$ cat src/rtl/core/vn_pkg.sv
// Shared types for the vector normalisation pipeline.
package vn_pkg;

  localparam int unsigned SqrtSteps = 16;
  localparam int unsigned DivSteps  = 15;
  localparam logic [15:0] UnitOne   = 16'd16384;

  typedef struct packed {
    logic signed [15:0] comp_x;
    logic signed [15:0] comp_y;
    logic signed [15:0] comp_z;
  } vn_in_t;

  typedef struct packed {
    logic        [15:0] magnitude;
    logic signed [15:0] unit_x;
    logic signed [15:0] unit_y;
    logic signed [15:0] unit_z;
  } vn_out_t;

  // Per-item sideband carried alongside the root.
  typedef struct packed {
    logic [2:0]       neg;
    logic [2:0][15:0] mag_abs;
  } vn_side_t;

  // One square-root stage.
  typedef struct packed {
    logic [31:0] rad;
    logic [15:0] root;
    logic [19:0] rem;
    vn_side_t    side;
  } vn_sqst_t;

  // One divider stage, three lanes sharing the divisor.
  typedef struct packed {
    logic [15:0]       mag;
    logic [2:0][15:0]  rem;
    logic [2:0][14:0]  num;
    logic [2:0][14:0]  quo;
    logic [2:0]        neg;
    logic              zero;
  } vn_dvst_t;

endpackage

$ cat src/rtl/core/vn_sqrt.sv
// Pipelined square root, one root bit per stage.
module vn_sqrt (
  input  logic             clk_i,
  input  logic             rst_ni,
  input  logic             en_i,
  input  logic             valid_i,
  input  logic [31:0]      rad_i,
  input  vn_pkg::vn_side_t side_i,
  output logic             valid_o,
  output logic [15:0]      root_o,
  output logic [19:0]      rem_o,
  output vn_pkg::vn_side_t side_o
);
  import vn_pkg::*;

  logic     [SqrtSteps-1:0] v_q;
  vn_sqst_t                 st_q [SqrtSteps];

  for (genvar g = 0; g < SqrtSteps; g++) begin : g_step
    logic     v_in;
    vn_sqst_t s_in;
    vn_sqst_t s_d;
    logic [19:0] rem_sh;
    logic [19:0] trial;

    if (g == 0) begin : g_first
      assign v_in        = valid_i;
      assign s_in.rad    = rad_i;
      assign s_in.root   = '0;
      assign s_in.rem    = '0;
      assign s_in.side   = side_i;
    end else begin : g_next
      assign v_in = v_q[g-1];
      assign s_in = st_q[g-1];
    end

    always_comb begin
      rem_sh      = {s_in.rem[17:0], s_in.rad[31:30]};
      trial       = {2'b00, s_in.root, 2'b01};
      s_d         = s_in;
      s_d.rad     = {s_in.rad[29:0], 2'b00};
      if (rem_sh >= trial) begin
        s_d.rem  = rem_sh - trial;
        s_d.root = {s_in.root[14:0], 1'b1};
      end else begin
        s_d.rem  = rem_sh;
        s_d.root = {s_in.root[14:0], 1'b0};
      end
    end

    always_ff @(posedge clk_i or negedge rst_ni) begin
      if (!rst_ni) begin
        v_q[g] <= 1'b0;
      end else if (en_i) begin
        v_q[g] <= v_in;
      end
    end

    always_ff @(posedge clk_i) begin
      if (en_i) begin
        st_q[g] <= s_d;
      end
    end
  end

  assign valid_o = v_q[SqrtSteps-1];
  assign root_o  = st_q[SqrtSteps-1].root;
  assign rem_o   = st_q[SqrtSteps-1].rem;
  assign side_o  = st_q[SqrtSteps-1].side;

endmodule

$ cat config.mk
export PLATFORM = sky130hd
export DESIGN_NAME = vn_sqrt
export DESIGN_NICKNAME = d
export VERILOG_FILES = /design/src/rtl/core/vn_pkg.sv /design/src/rtl/core/vn_sqrt.sv
export SDC_FILE = /design/constraint.sdc
export NUM_CORES = 1
export LEC_CHECK = 0
export BUFFER_PORTS_ARGS = -buffer_cell sky130_fd_sc_hd__buf_4
export CAP_MARGIN = 20
export CORE_MARGIN = 2
export CORE_UTILIZATION = 40
export CTS_CLUSTER_SIZE = 28
export DETAILED_ROUTE_END_ITERATION = 8
export SLEW_MARGIN = 5
export SYNTH_ARGS = -nofsm -noshare
export SYNTH_HDL_FRONTEND = slang
export SYNTH_SLANG_ARGS = --single-unit
export TNS_END_PERCENT = 5
$ cat constraint.sdc
create_clock -name clk_i -period 3.6 [get_ports clk_i]
set_input_delay 0.18 -clock clk_i [delete_from_list [all_inputs] [get_ports clk_i]]
set_output_delay 0.18 -clock clk_i [all_outputs]
set_load 0.02 [all_outputs]
; Word-level counts from Yosys, hierarchy flattened
; Memory sizes are Yosys's and may differ from the RTL's.
; Index checks and enable logic that the tools add are counted.
[classes]
n_addsub = 16
n_mux = 18
order_cmp = 16
[ops]
columns = op, count
row1 = 21-bit two-way mux, 16
row2 = 20-bit by 18-bit >= comparator with 1-bit output, 15
row3 = 20-bit by 18-bit subtractor with 20-bit output, 15
row4 = "2-bit by 1-bit subtractor with 3-bit output, second input constant", 1
row5 = "2-bit by 1-bit >= comparator with 1-bit output, second input constant", 1
row6 = 1-bit two-way mux, 2
[word_totals]
elab_cells = 67
register_bits = 16
ramBits = 1872
n_memories = 1
[memory_table]
columns = memory, words, word_bits, rd, rd_clocked_by_memory_dff, wr, line_no
row1 = st_q, 16, 117, 16, 0, 16, vn_sqrt.sv:17  ; vn_sqst_t st_q [SqrtSteps];

; Logic depth before layout (Yosys ltp)
; An unclocked memory read counts as a cell.
[depth]
ltp_word = 3
depth_mapped = 12

; Worst setup path before layout
; No wires, ideal clock.
[synth_timing]
kind = register to register
startpoint = memory st_q[1][642] in the netlist's numbering
endpoint = memory st_q[1][762] in the netlist's numbering, data pin
stages_incl_launch_ff = 9
period_less_slack_ps = 2616
setup_ps = 260
setup_slack_ps = 984
t_arrival_ps = 2356
path_buffers = 1
path_cell_list = edfxtp_1 > ha_1 > nand2_1 > or3_1 > a21oi_1 > nor4b_2 > o21ai_1 > buf_2 > mux2_2
[synth_rtl]
columns = element, line_no
row1 = from (decl), vn_sqrt.sv:17

==> out/metrics.yaml <==
postCtsHoldBufs: 88
yosys.area_share.simple_pct: 5.45
tns_ns: 0
synthXorXnorAreaFrac_pct: 3.20
r2r_cells: 9
peakVddDrop_mv: 0.409
startpoint_type: "register"
path_cells: "ha_1, nand4_1, nor3_1, or3_1, a31oi_1, o31a_1, inv_1, nand3_1, xnor2_1"
maxSlewViolCount: 0
min_period_ns: 3.28
core-area_um2: 137000
synthTopCellsByArea: "edfxtp_1 (79%), ha_1 (3.5%), xnor2_1 (1.8%)"
synthAdderAreaFrac_pct: 3.51
first_pass_iters: 5
cts_setup_buffers: 0
clock_latency_ns: 0.76
critical_path_class: "register to register"
setup_viol: 0
required_ns: 4.11
dpl.hpwl_mm: 49.6
synth_cell_types: 77
synth_compound_area_share_pct: 5.22
routedWlPerCell_um: 14.6
seq_area_frac_synth_pct: 80.1
viasPerCell: 4.76
max_freq_ghz: 0.305
maxCapViolCount: 0
min_to: "st_q[0][38]"
routed_wl_mm: 80.4
synthCells: 3168
final_util_pct: 47.4
critPathBufInv: 1
worstPathArrival_ns: 3.79
leakage_uw: 0.0236
start_util_pct: 40.3
min_path_cells: 2
hold_viol: 0
ys.flop_type: "edfxtp_1"
synth_area_per_cell_um2: 17.5
cts_resized: 0
finClkSkew_ns: 0.0297
synth_edf_count: 1462
syn-num-nets: 3410
final_cell_mix: "edfxtp_1 (1462), buf_4 (196), inv_1 (181)"
r2r_slack_ns: 0.32
slew_headroom_pct: 46.5
min-delay-start: "side_i[38]"
placed_cell_area_um2: 59200
cp_top_family: "simple AND/OR/NAND/NOR gates"
antennaDiodeCount: 0
ys_ff_latch: 1478
cts_buffers: 155
syn_area_um2: 55300
die_x_um: 376
fin_crit_sh_pct: 91.1
crit_slowest_cell: "o31a_1"
die_area_um2: 141000
synth_largest_area_cell: "edfxtp_1"
cts_max_path_buffers: 3
cts_sinks: 1478
cts_tree: "yes"
ys_warn_count: 0
rsz0062_at_grt: "no"
cts.htree.levels: 4
fp.dieH_um: 376
synthArstFlopShare_pct: 1.08
final_nets: 3829
route.detailed.drc: 0
grtUsageTotal_pct: 11.4
gp_congestion: 0.831
path_clk_slew_ns: 0.06
worstMarginPinSlew_ns: 0.803
min_path_type: "input port to register"
grt_pass1_vias: 26100
root_buffer: "clkbuf_16"
drive_gt1_share_pct: 13.4
syn2layout_area_growth_pct: 17.6
slowest_delay_ns: 0.62
synth_mux_area_share_pct: 0.928
design_area_um2: 65000
ioPinCount: 175
reg2reg_to: "st_q[1][416]"
synth_top_family_by_area: "simple AND/OR/NAND/NOR gates"
grt_max_degree: 110
grt_pass1_wl_mm: 129
worst_setup_path_end_kind: "register"
io_buffers: 174
power.density_nw_per_um2: 622
r2r-start: "st_q[1][295]"
outcome: "complete, no violations"
antenna_found_initial: 1
routed-via-count: 26200
crit_fanout: 17
grt_overflow: 0
layout_commonest_cell: "edfxtp_1"
synth_top_area_share_pct: 79.4
ant_nets: 0
first_iter_violations: 1598
rows: 136
[power breakdown]
part / total [uW] / switching, uW / internal (uW) / leakage, uW
logic: 3850 / 2150 / 1700 / 0.00684
clock network: 15300 / 6490 / 8770 / 0.00241
registers: 21400 / 636 / 20700 / 0.0144
total: 40500 / 9280 / 31200 / 0.0236
[cells in the mapped netlist, drive strengths merged, types with 12 or more instances]
cell type and instances:
a211oi 15, a21o 41, a21oi 143, a31oi 13, and3 12, buf 16
clkbuf 24, dfrtp 16, edfxtp 1462, ha 155, inv 182, mux2 42
nand2 152, nand2b 31, nand3 33, nand4 19, nor2 151, nor2b 26
nor3 65, nor4 29, o21a 31, o21ai 127, o31ai 12, or3 27
or4 12, xnor2 114, xor2 88
[cell type report]
cell class                      count  area (um^2)
Clock buffer                      194         4120
Tap cell                         1794         2240
Multi-Input combinational cell   1468        10100
Inverter                          182          683
Sequential cell                  1478        44300
Clock inverter                     88          842
Fill cell                       11500        72300
Timing Repair Buffer              302         2720
[logic make-up (layout without fill, tap and decap cells)]
logic type,count (synthesis),after routing
compound gates,464,464
other cells,1,1
flops,1478,1478
buf+inv,222,766
simple gates,600,600
xor+xnor,202,202
fa+ha+maj,155,155
mux,46,46
[worst max-delay path by stage]
stage	start	endpoint	slack, ns	cells past startpoint
final	st_q[1][295]	st_q[1][416]	0.32	9
after global routing	st_q[1][296]	st_q[1][406]	0.10	8
after CTS	st_q[1][295]	st_q[1][416]	0.36	9
after detailed placement	st_q[1][295]	st_q[1][416]	0.36	9
after global placement	st_q[1][295]	st_q[1][416]	0.35	9
after floorplan	st_q[1][642]	st_q[1][762]	0.98	8
[routing by layer]
layer  global-route usage (%)  routed length [um]  vias up
li1                         -                   -    12900
met2                     19.3               39900      478
met1                     13.4               34400    12600
met3                     2.86                3420      170
met4                     5.48                2690        0
met5                        0                   0        -
[sequential cells by signal, indices dropped and copies added (netlist names)]
register	flops
st_q	1462
g_step.v_in	15
valid_o	1
[worst register-to-register path, delay by kind of cell, from the launching register on]
kind | cells | cell delay, ns
compound gates | 2 | 0.88
buf+inv | 1 | 0.39
simple gates | 4 | 0.89
flops | 1 | 0.40
fa+ha+maj | 1 | 0.43
xor+xnor | 1 | 0.07
[per-stage QoR]
step | setup WS (ns) | std cells | power [uW] | hold WS, ns
after CTS | 0.358 | 5506 | 41200 | 0.0211
after global placement | 0.354 | 5136 | 25400 | 0.0456
after global routing | 0.104 | 5506 | 42400 | 0.0546
final | 0.319 | 5506 | 40500 | 0.119
after floorplan | 0.984 | 3168 | 24100 | -0.116
after detailed placement | 0.357 | 5136 | 25500 | 0.0477
Power figures use the tool's default switching activity.
