## src/rtl/core/vn_pkg.sv

```systemverilog
// Shared types for the vector normalisation pipeline.
package vn_pkg;

  localparam int unsigned SqrtSteps = 16;
  localparam int unsigned DivSteps  = 15;
  localparam logic [15:0] UnitOne   = 16'd16384;

  typedef struct packed {
    logic signed [15:0] comp_x;
    logic signed [15:0] comp_y;
    logic signed [15:0] comp_z;
  } vn_in_t;

  typedef struct packed {
    logic        [15:0] magnitude;
    logic signed [15:0] unit_x;
    logic signed [15:0] unit_y;
    logic signed [15:0] unit_z;
  } vn_out_t;

  // Per-item sideband carried alongside the root.
  typedef struct packed {
    logic [2:0]       neg;
    logic [2:0][15:0] mag_abs;
  } vn_side_t;

  // One square-root stage.
  typedef struct packed {
    logic [31:0] rad;
    logic [15:0] root;
    logic [19:0] rem;
    vn_side_t    side;
  } vn_sqst_t;

  // One divider stage, three lanes sharing the divisor.
  typedef struct packed {
    logic [15:0]       mag;
    logic [2:0][15:0]  rem;
    logic [2:0][14:0]  num;
    logic [2:0][14:0]  quo;
    logic [2:0]        neg;
    logic              zero;
  } vn_dvst_t;

endpackage

```

## src/rtl/core/vn_div.sv

```systemverilog
// Pipelined three-lane divider, one quotient bit per stage.
module vn_div (
  input  logic             clk_i,
  input  logic             rst_ni,
  input  logic             en_i,
  input  logic             valid_i,
  input  vn_pkg::vn_dvst_t st_i,
  output logic             valid_o,
  output vn_pkg::vn_dvst_t st_o
);
  import vn_pkg::*;

  logic     [DivSteps-1:0] v_q;
  vn_dvst_t                st_q [DivSteps];

  for (genvar g = 0; g < DivSteps; g++) begin : g_step
    logic     v_in;
    vn_dvst_t s_in;
    vn_dvst_t s_d;
    logic [2:0][16:0] sh;

    if (g == 0) begin : g_first
      assign v_in = valid_i;
      assign s_in = st_i;
    end else begin : g_next
      assign v_in = v_q[g-1];
      assign s_in = st_q[g-1];
    end

    always_comb begin
      s_d = s_in;
      for (int l = 0; l < 3; l++) begin
        sh[l]       = {s_in.rem[l], s_in.num[l][14]};
        s_d.num[l]  = {s_in.num[l][13:0], 1'b0};
        if (sh[l] >= {1'b0, s_in.mag}) begin
          s_d.rem[l] = 16'(sh[l] - {1'b0, s_in.mag});
          s_d.quo[l] = {s_in.quo[l][13:0], 1'b1};
        end else begin
          s_d.rem[l] = sh[l][15:0];
          s_d.quo[l] = {s_in.quo[l][13:0], 1'b0};
        end
      end
    end

    always_ff @(posedge clk_i or negedge rst_ni) begin
      if (!rst_ni) begin
        v_q[g] <= 1'b0;
      end else if (en_i) begin
        v_q[g] <= v_in;
      end
    end

    always_ff @(posedge clk_i) begin
      if (en_i) begin
        st_q[g] <= s_d;
      end
    end
  end

  assign valid_o = v_q[DivSteps-1];
  assign st_o    = st_q[DivSteps-1];

endmodule

```

## config.mk

```make
export PLATFORM = sky130hd
export DESIGN_NAME = vn_div
export DESIGN_NICKNAME = d
export VERILOG_FILES = /design/src/rtl/core/vn_pkg.sv /design/src/rtl/core/vn_div.sv
export SDC_FILE = /design/constraint.sdc
export NUM_CORES = 2
export LEC_CHECK = 0
export ABC_AREA = 1
export BUFFER_PORTS_ARGS = -buffer_cell sky130_fd_sc_hd__buf_4
export CELL_PAD_IN_SITES_DETAIL_PLACEMENT = 1
export CELL_PAD_IN_SITES_GLOBAL_PLACEMENT = 1
export CORE_MARGIN = 1
export CORE_UTILIZATION = 40
export CTS_CLUSTER_DIAMETER = 30
export CTS_CLUSTER_SIZE = 12
export DETAILED_ROUTE_END_ITERATION = 12
export HOLD_SLACK_MARGIN = 0.02
export PLACE_DENSITY = 0.69
export SLEW_MARGIN = 20
export SYNTH_ARGS = -nofsm -noshare
export SYNTH_HDL_FRONTEND = slang
export SYNTH_SLANG_ARGS = --single-unit
```

## constraint.sdc

```tcl
create_clock -name clk_i -period 2.7 [get_ports clk_i]
set_input_delay 0.135 -clock clk_i [delete_from_list [all_inputs] [get_ports clk_i]]
set_output_delay 0.135 -clock clk_i [all_outputs]
set_load 0.01 [all_outputs]
```

Yosys cells after proc, flatten, opt, wreduce, memory -nomap -nowiden
Memories as Yosys holds them, arrays and structs flattened. Index checks and enable logic that the tools add are counted.

Mux-type cells: 92. $lt $le $gt $ge: 45. Add/subtract/negate cells: 45.

Operator list (count): $ge A17 B16 Y1 (45); $mux W16 (45); $sub A16 B16 Y16 (45); $mux W1 (47).

Register bits after elaboration: 15. Memories: 1. Output and inout bits: 159. Bits of input ports: 162. Logic and storage cells: 198. Bits in writable memories: 2325.

Memories: st_q (depth 15, bits a word 155, rd ports 15, clocked after memory_dff 0, write ports 15, RTL line vn_div.sv:14) `vn_dvst_t st_q [DivSteps];`.

Logic depth before layout (Yosys ltp)
An unclocked memory read counts as a cell.

Depth after elaboration: 3. Gate-level depth with buffers: 15. Mapped depth without buffers: 13.

Least setup slack after synthesis
No wires, ideal clock.

Path type: reg-to-reg. Start: mem st_q[1][604] (netlist name). End: mem st_q[1][735] (netlist name) (data pin). Period minus slack after synthesis: 1980 ps. Buffers on the path: 0. Setup time: 253 ps. Arrival: 1727 ps. Path slack: 720 ps. Cell stages (with the launch flop): 10. Path through: edfxtp_1 ha_1 fa_1 inv_1 nand3_1 nand3_1 a21oi_1 or2_2 nand3_1 nand2_1.

RTL lines (RTL line): from (decl) (vn_div.sv:14).

==> metrics.md <==
| Metric | Value |
|---|---|
| Status | `complete, no violations` |
| # nets final | `15630` |
| Layout Cells excl Fill | `18720` |
| Total Neg Setup Slack | `0 ps` |
| Worst IR Drop VDD | `0.9199 mV` |
| Crit path max fanout | `17` |
| Std cell rows | `192` |
| WP buf/inv | `3` |
| Final hold vios | `0` |
| Post-synth cell types | `45` |
| Fin. max-slew vios | `0` |
| Worst-Skew Late Latency | `940 ps` |
| Core Box Area | `0.2743 mm^2` |
| Register area | `0.05127 mm^2` |
| Post-synthesis sequential area ratio | `46.34%` |
| DRC errors left | `0` |
| Commonest non-fill, non-tap cell in the layout | `nand2_1` |
| DPL Wire Length | `300.0 mm` |
| DIE AREA | `0.2787 mm^2` |
| Worst Hold Launch | `st_i[143]` |
| Avg Inst Size Synth | `8.024 um^2` |
| H-tree depth | `5` |
| Clock tree buffer depth | `4` |
| Yosys warns | `0` |
| Wire per inst | `19.99 um` |
| Slowest cell on crit path | `edfxtp_1` |
| Final period util | `97.16%` |
| Hold Crit Endpoint | `st_q[0][140]` |
| Multi-input logic area | `0.04906 mm^2` |
| Achievable Freq | `381.2 MHz` |
| DR pass1 iterations | `5` |
| CTS Root Cell | `clkbuf_16` |
| Slowest cell delay on critical path | `450 ps` |
| Via/cell ratio | `4.988` |
| Drt first-iter violations | `4987` |
| Worst Hold Class | `in -> reg` |
| CTS tree | `built` |
| Remaining antenna violation count | `0` |
| Final Skew | `56.43 ps` |
| Layout area overhead | `20.55%` |
| Crit path kind | `reg -> reg` |
| Worst reg2reg path depth | `12` |
| Cell area after synthesis | `0.1107 mm^2` |
| CP Launch Type | `register` |
| Reg2reg setup slack | `80 ps` |
| Crit-path leading delay family | `simple AND/OR/NAND/NOR gates` |
| Worst slew pin tran | `813.5 ps` |
| Via count of the first global-routing pass | `98360` |
| Largest net degree at the start of global routing | `127` |
| PortBufs | `230` |
| Die Wd | `528.0 um` |
| TritonCTS buffer count | `380` |
| Post-synthesis cell count | `13790` |
| Power per Cell Area | `1211 mW/mm^2` |
| Cell depth of the worst hold path | `2` |
| Slew HR | `45.77%` |
| Remaining Overflow, GRT | `0` |
| FF-to-FF End | `st_q[1][444]` |
| Routability cong. | `0.9501` |
| I/O pins | `321` |
| Synth Register Bits | `1710` |
| Initial antenna violation count | `4` |
| # fillers | `32900` |
| Die height | `528.0 um` |
| First-pass GRT wire length | `571.3 mm` |
| Layout cells sized above 1 | `9.488%` |
| FF-to-FF Start | `st_q[1][302]` |
| CP dominant cell by count | `nand2_1` |
| Setup WS pre-CTS | `-23.25 ps` |
| Initial Util | `40.33%` |
| Clock tree sinks | `1710` |
| WP data required | `3300 ps` |
| Clock-pin slew on the worst setup and hold paths | `40 ps` |
| Placed Area | `0.1177 mm^2` |
| Final instance area | `0.1334 mm^2` |
| Final wirelength | `374.2 mm` |
| Cells along the critical path | `inv_1 > ha_1 > nand2_1 > inv_1 > nand2_1 > nand2_1 > inv_1 > nand3_1 > nand2_2 > nand2_4 > nand2_1 > nand2_1` |
| Worst Setup End Kind | `register` |
| GRT Util Overall | `26.51%` |
| RSZ-0062 raised after global routing | `true` |
| # setup viols final | `0` |
| Tmin final | `2623 ps` |
| MaxCap Viol Count | `0` |
| CP Data Arrival Time | `3220 ps` |
| Inst Count DP | `17790` |
| Hold slack | `130.0 ps` |
| Most frequent cells in the layout | `nand2_1, inv_1, edfxtp_1` |
| DR vias | `93380` |
| Setup WS post-layout | `76.59 ps` |
| P_leak | `0.06726 uW` |
==> cells by family (layout without fill, tap and decap cells) <==
| group | after synthesis | after routing | synth area share, % |
|---|---|---|---|
| and+or+nand+nor | 7943 | 7943 | 30.56 |
| buffers and inverters | 2593 | 3788 | 9.521 |
| DFF | 1710 | 1710 | 46.34 |
| adders and majority gates | 765 | 765 | 8.955 |
| AOI/OAI and AO/OA | 499 | 499 | 2.406 |
| xor gates and xnor gates | 279 | 279 | 2.208 |
| other | 1 | 48 | 0.003389 |
| muxes | 1 | 1 | 0.01018 |
==> flip-flops by register name, indices dropped and copies added (netlist names) <==
signal / cells
g_step.v_in: 14
valid_o: 1
st_q: 1695
==> cell usage after synthesis, drive strengths merged <==
cell,count,area [um^2]
mux2,1,11.26
clkbuf,16,76.32
or2,44,275.3
and3,20,125.1
edfxtp,1695,50900
nor4,13,150.1
o21ai,38,193.9
o21a,34,255.2
conb,1,3.750
fa,45,900.9
nor2,604,2605
nor3b,7,87.58
nand4,189,1182
nor3,139,725.7
buf,190,1499
a21oi,398,1992
xor2,210,1839
o21bai,28,210.2
nand2,5603,21530
nand3b,108,810.8
a21boi,1,11.26
ha,720,9009
dfrtp,15,375.4
nand3,1189,6156
xnor2,69,604.3
and2,27,168.9
inv,2387,8960
==> report_power, final <==
group | internal, uW | switching, uW
Sequential | 39200 | 6680
Clock | 32100 | 15900
Combinational | 22700 | 45000
Total | 94000 | 67600
==> worst register-to-register path, stage by stage (launching register included) <==
cell      delay (ps)
edfxtp_1         450
inv_1            300
ha_1             360
nand2_1          170
inv_1             60
nand2_1           60
nand2_1           70
inv_1             80
nand3_1          110
nand2_2          190
nand2_4          180
nand2_1          110
nand2_1          180
==> how the worst max path moves through the flow <==
stage	startpoint	endpoint	slack, ps	cells past startpoint
after floorplan	st_q[1][604]	st_q[1][735]	720	9
after global placement	st_q[1][296]	st_q[1][444]	20	12
after detailed placement	st_q[1][296]	st_q[1][444]	-20	10
after CTS	st_q[1][297]	st_q[1][444]	0.8	12
after global routing	st_q[0][769]	st_q[0][880]	-20	11
final	st_q[1][302]	st_q[1][444]	80	12
==> per-stage QoR <==
step / util [%] / total power, uW
2_1_floorplan: - / 89640
6_report: 48.62 / 161500
3_3_place_gp: 42.89 / 111300
3_5_place_dp: 42.89 / 113200
5_1_grt: 48.62 / 172700
4_1_cts: 48.57 / 162600
==> metal layers <==
metal / vias up / wire length, um / global-route usage (%)
met2: 1541 / 189200 / 48.05
li1: 46060 / - / -
met5: - / 0 / 0
met3: 650 / 10490 / 2.402
met4: 0 / 15960 / 10.94
met1: 45130 / 158500 / 32.01
==> repair_timing <==
item                       CTS  global route
hold buffers               214             0
setup endpoints to repair   15           121
resized for setup            0            28
hold endpoints to repair   736             0
pin swaps                    1             1
setup buffers                2             7
==> area by class of cell <==
type / instances / area share, %
diodes: 3 / 0.005628
clock buffers: 416 / 7.246
clock inverters: 289 / 2.805
inverters: 2387 / 6.725
multi-input cells: 9532 / 36.78
flip-flops and latches: 1710 / 38.44
well taps: 3686 / 3.457
repair buffers: 696 / 4.543
Note: power is estimated with default switching activity, not from simulation.
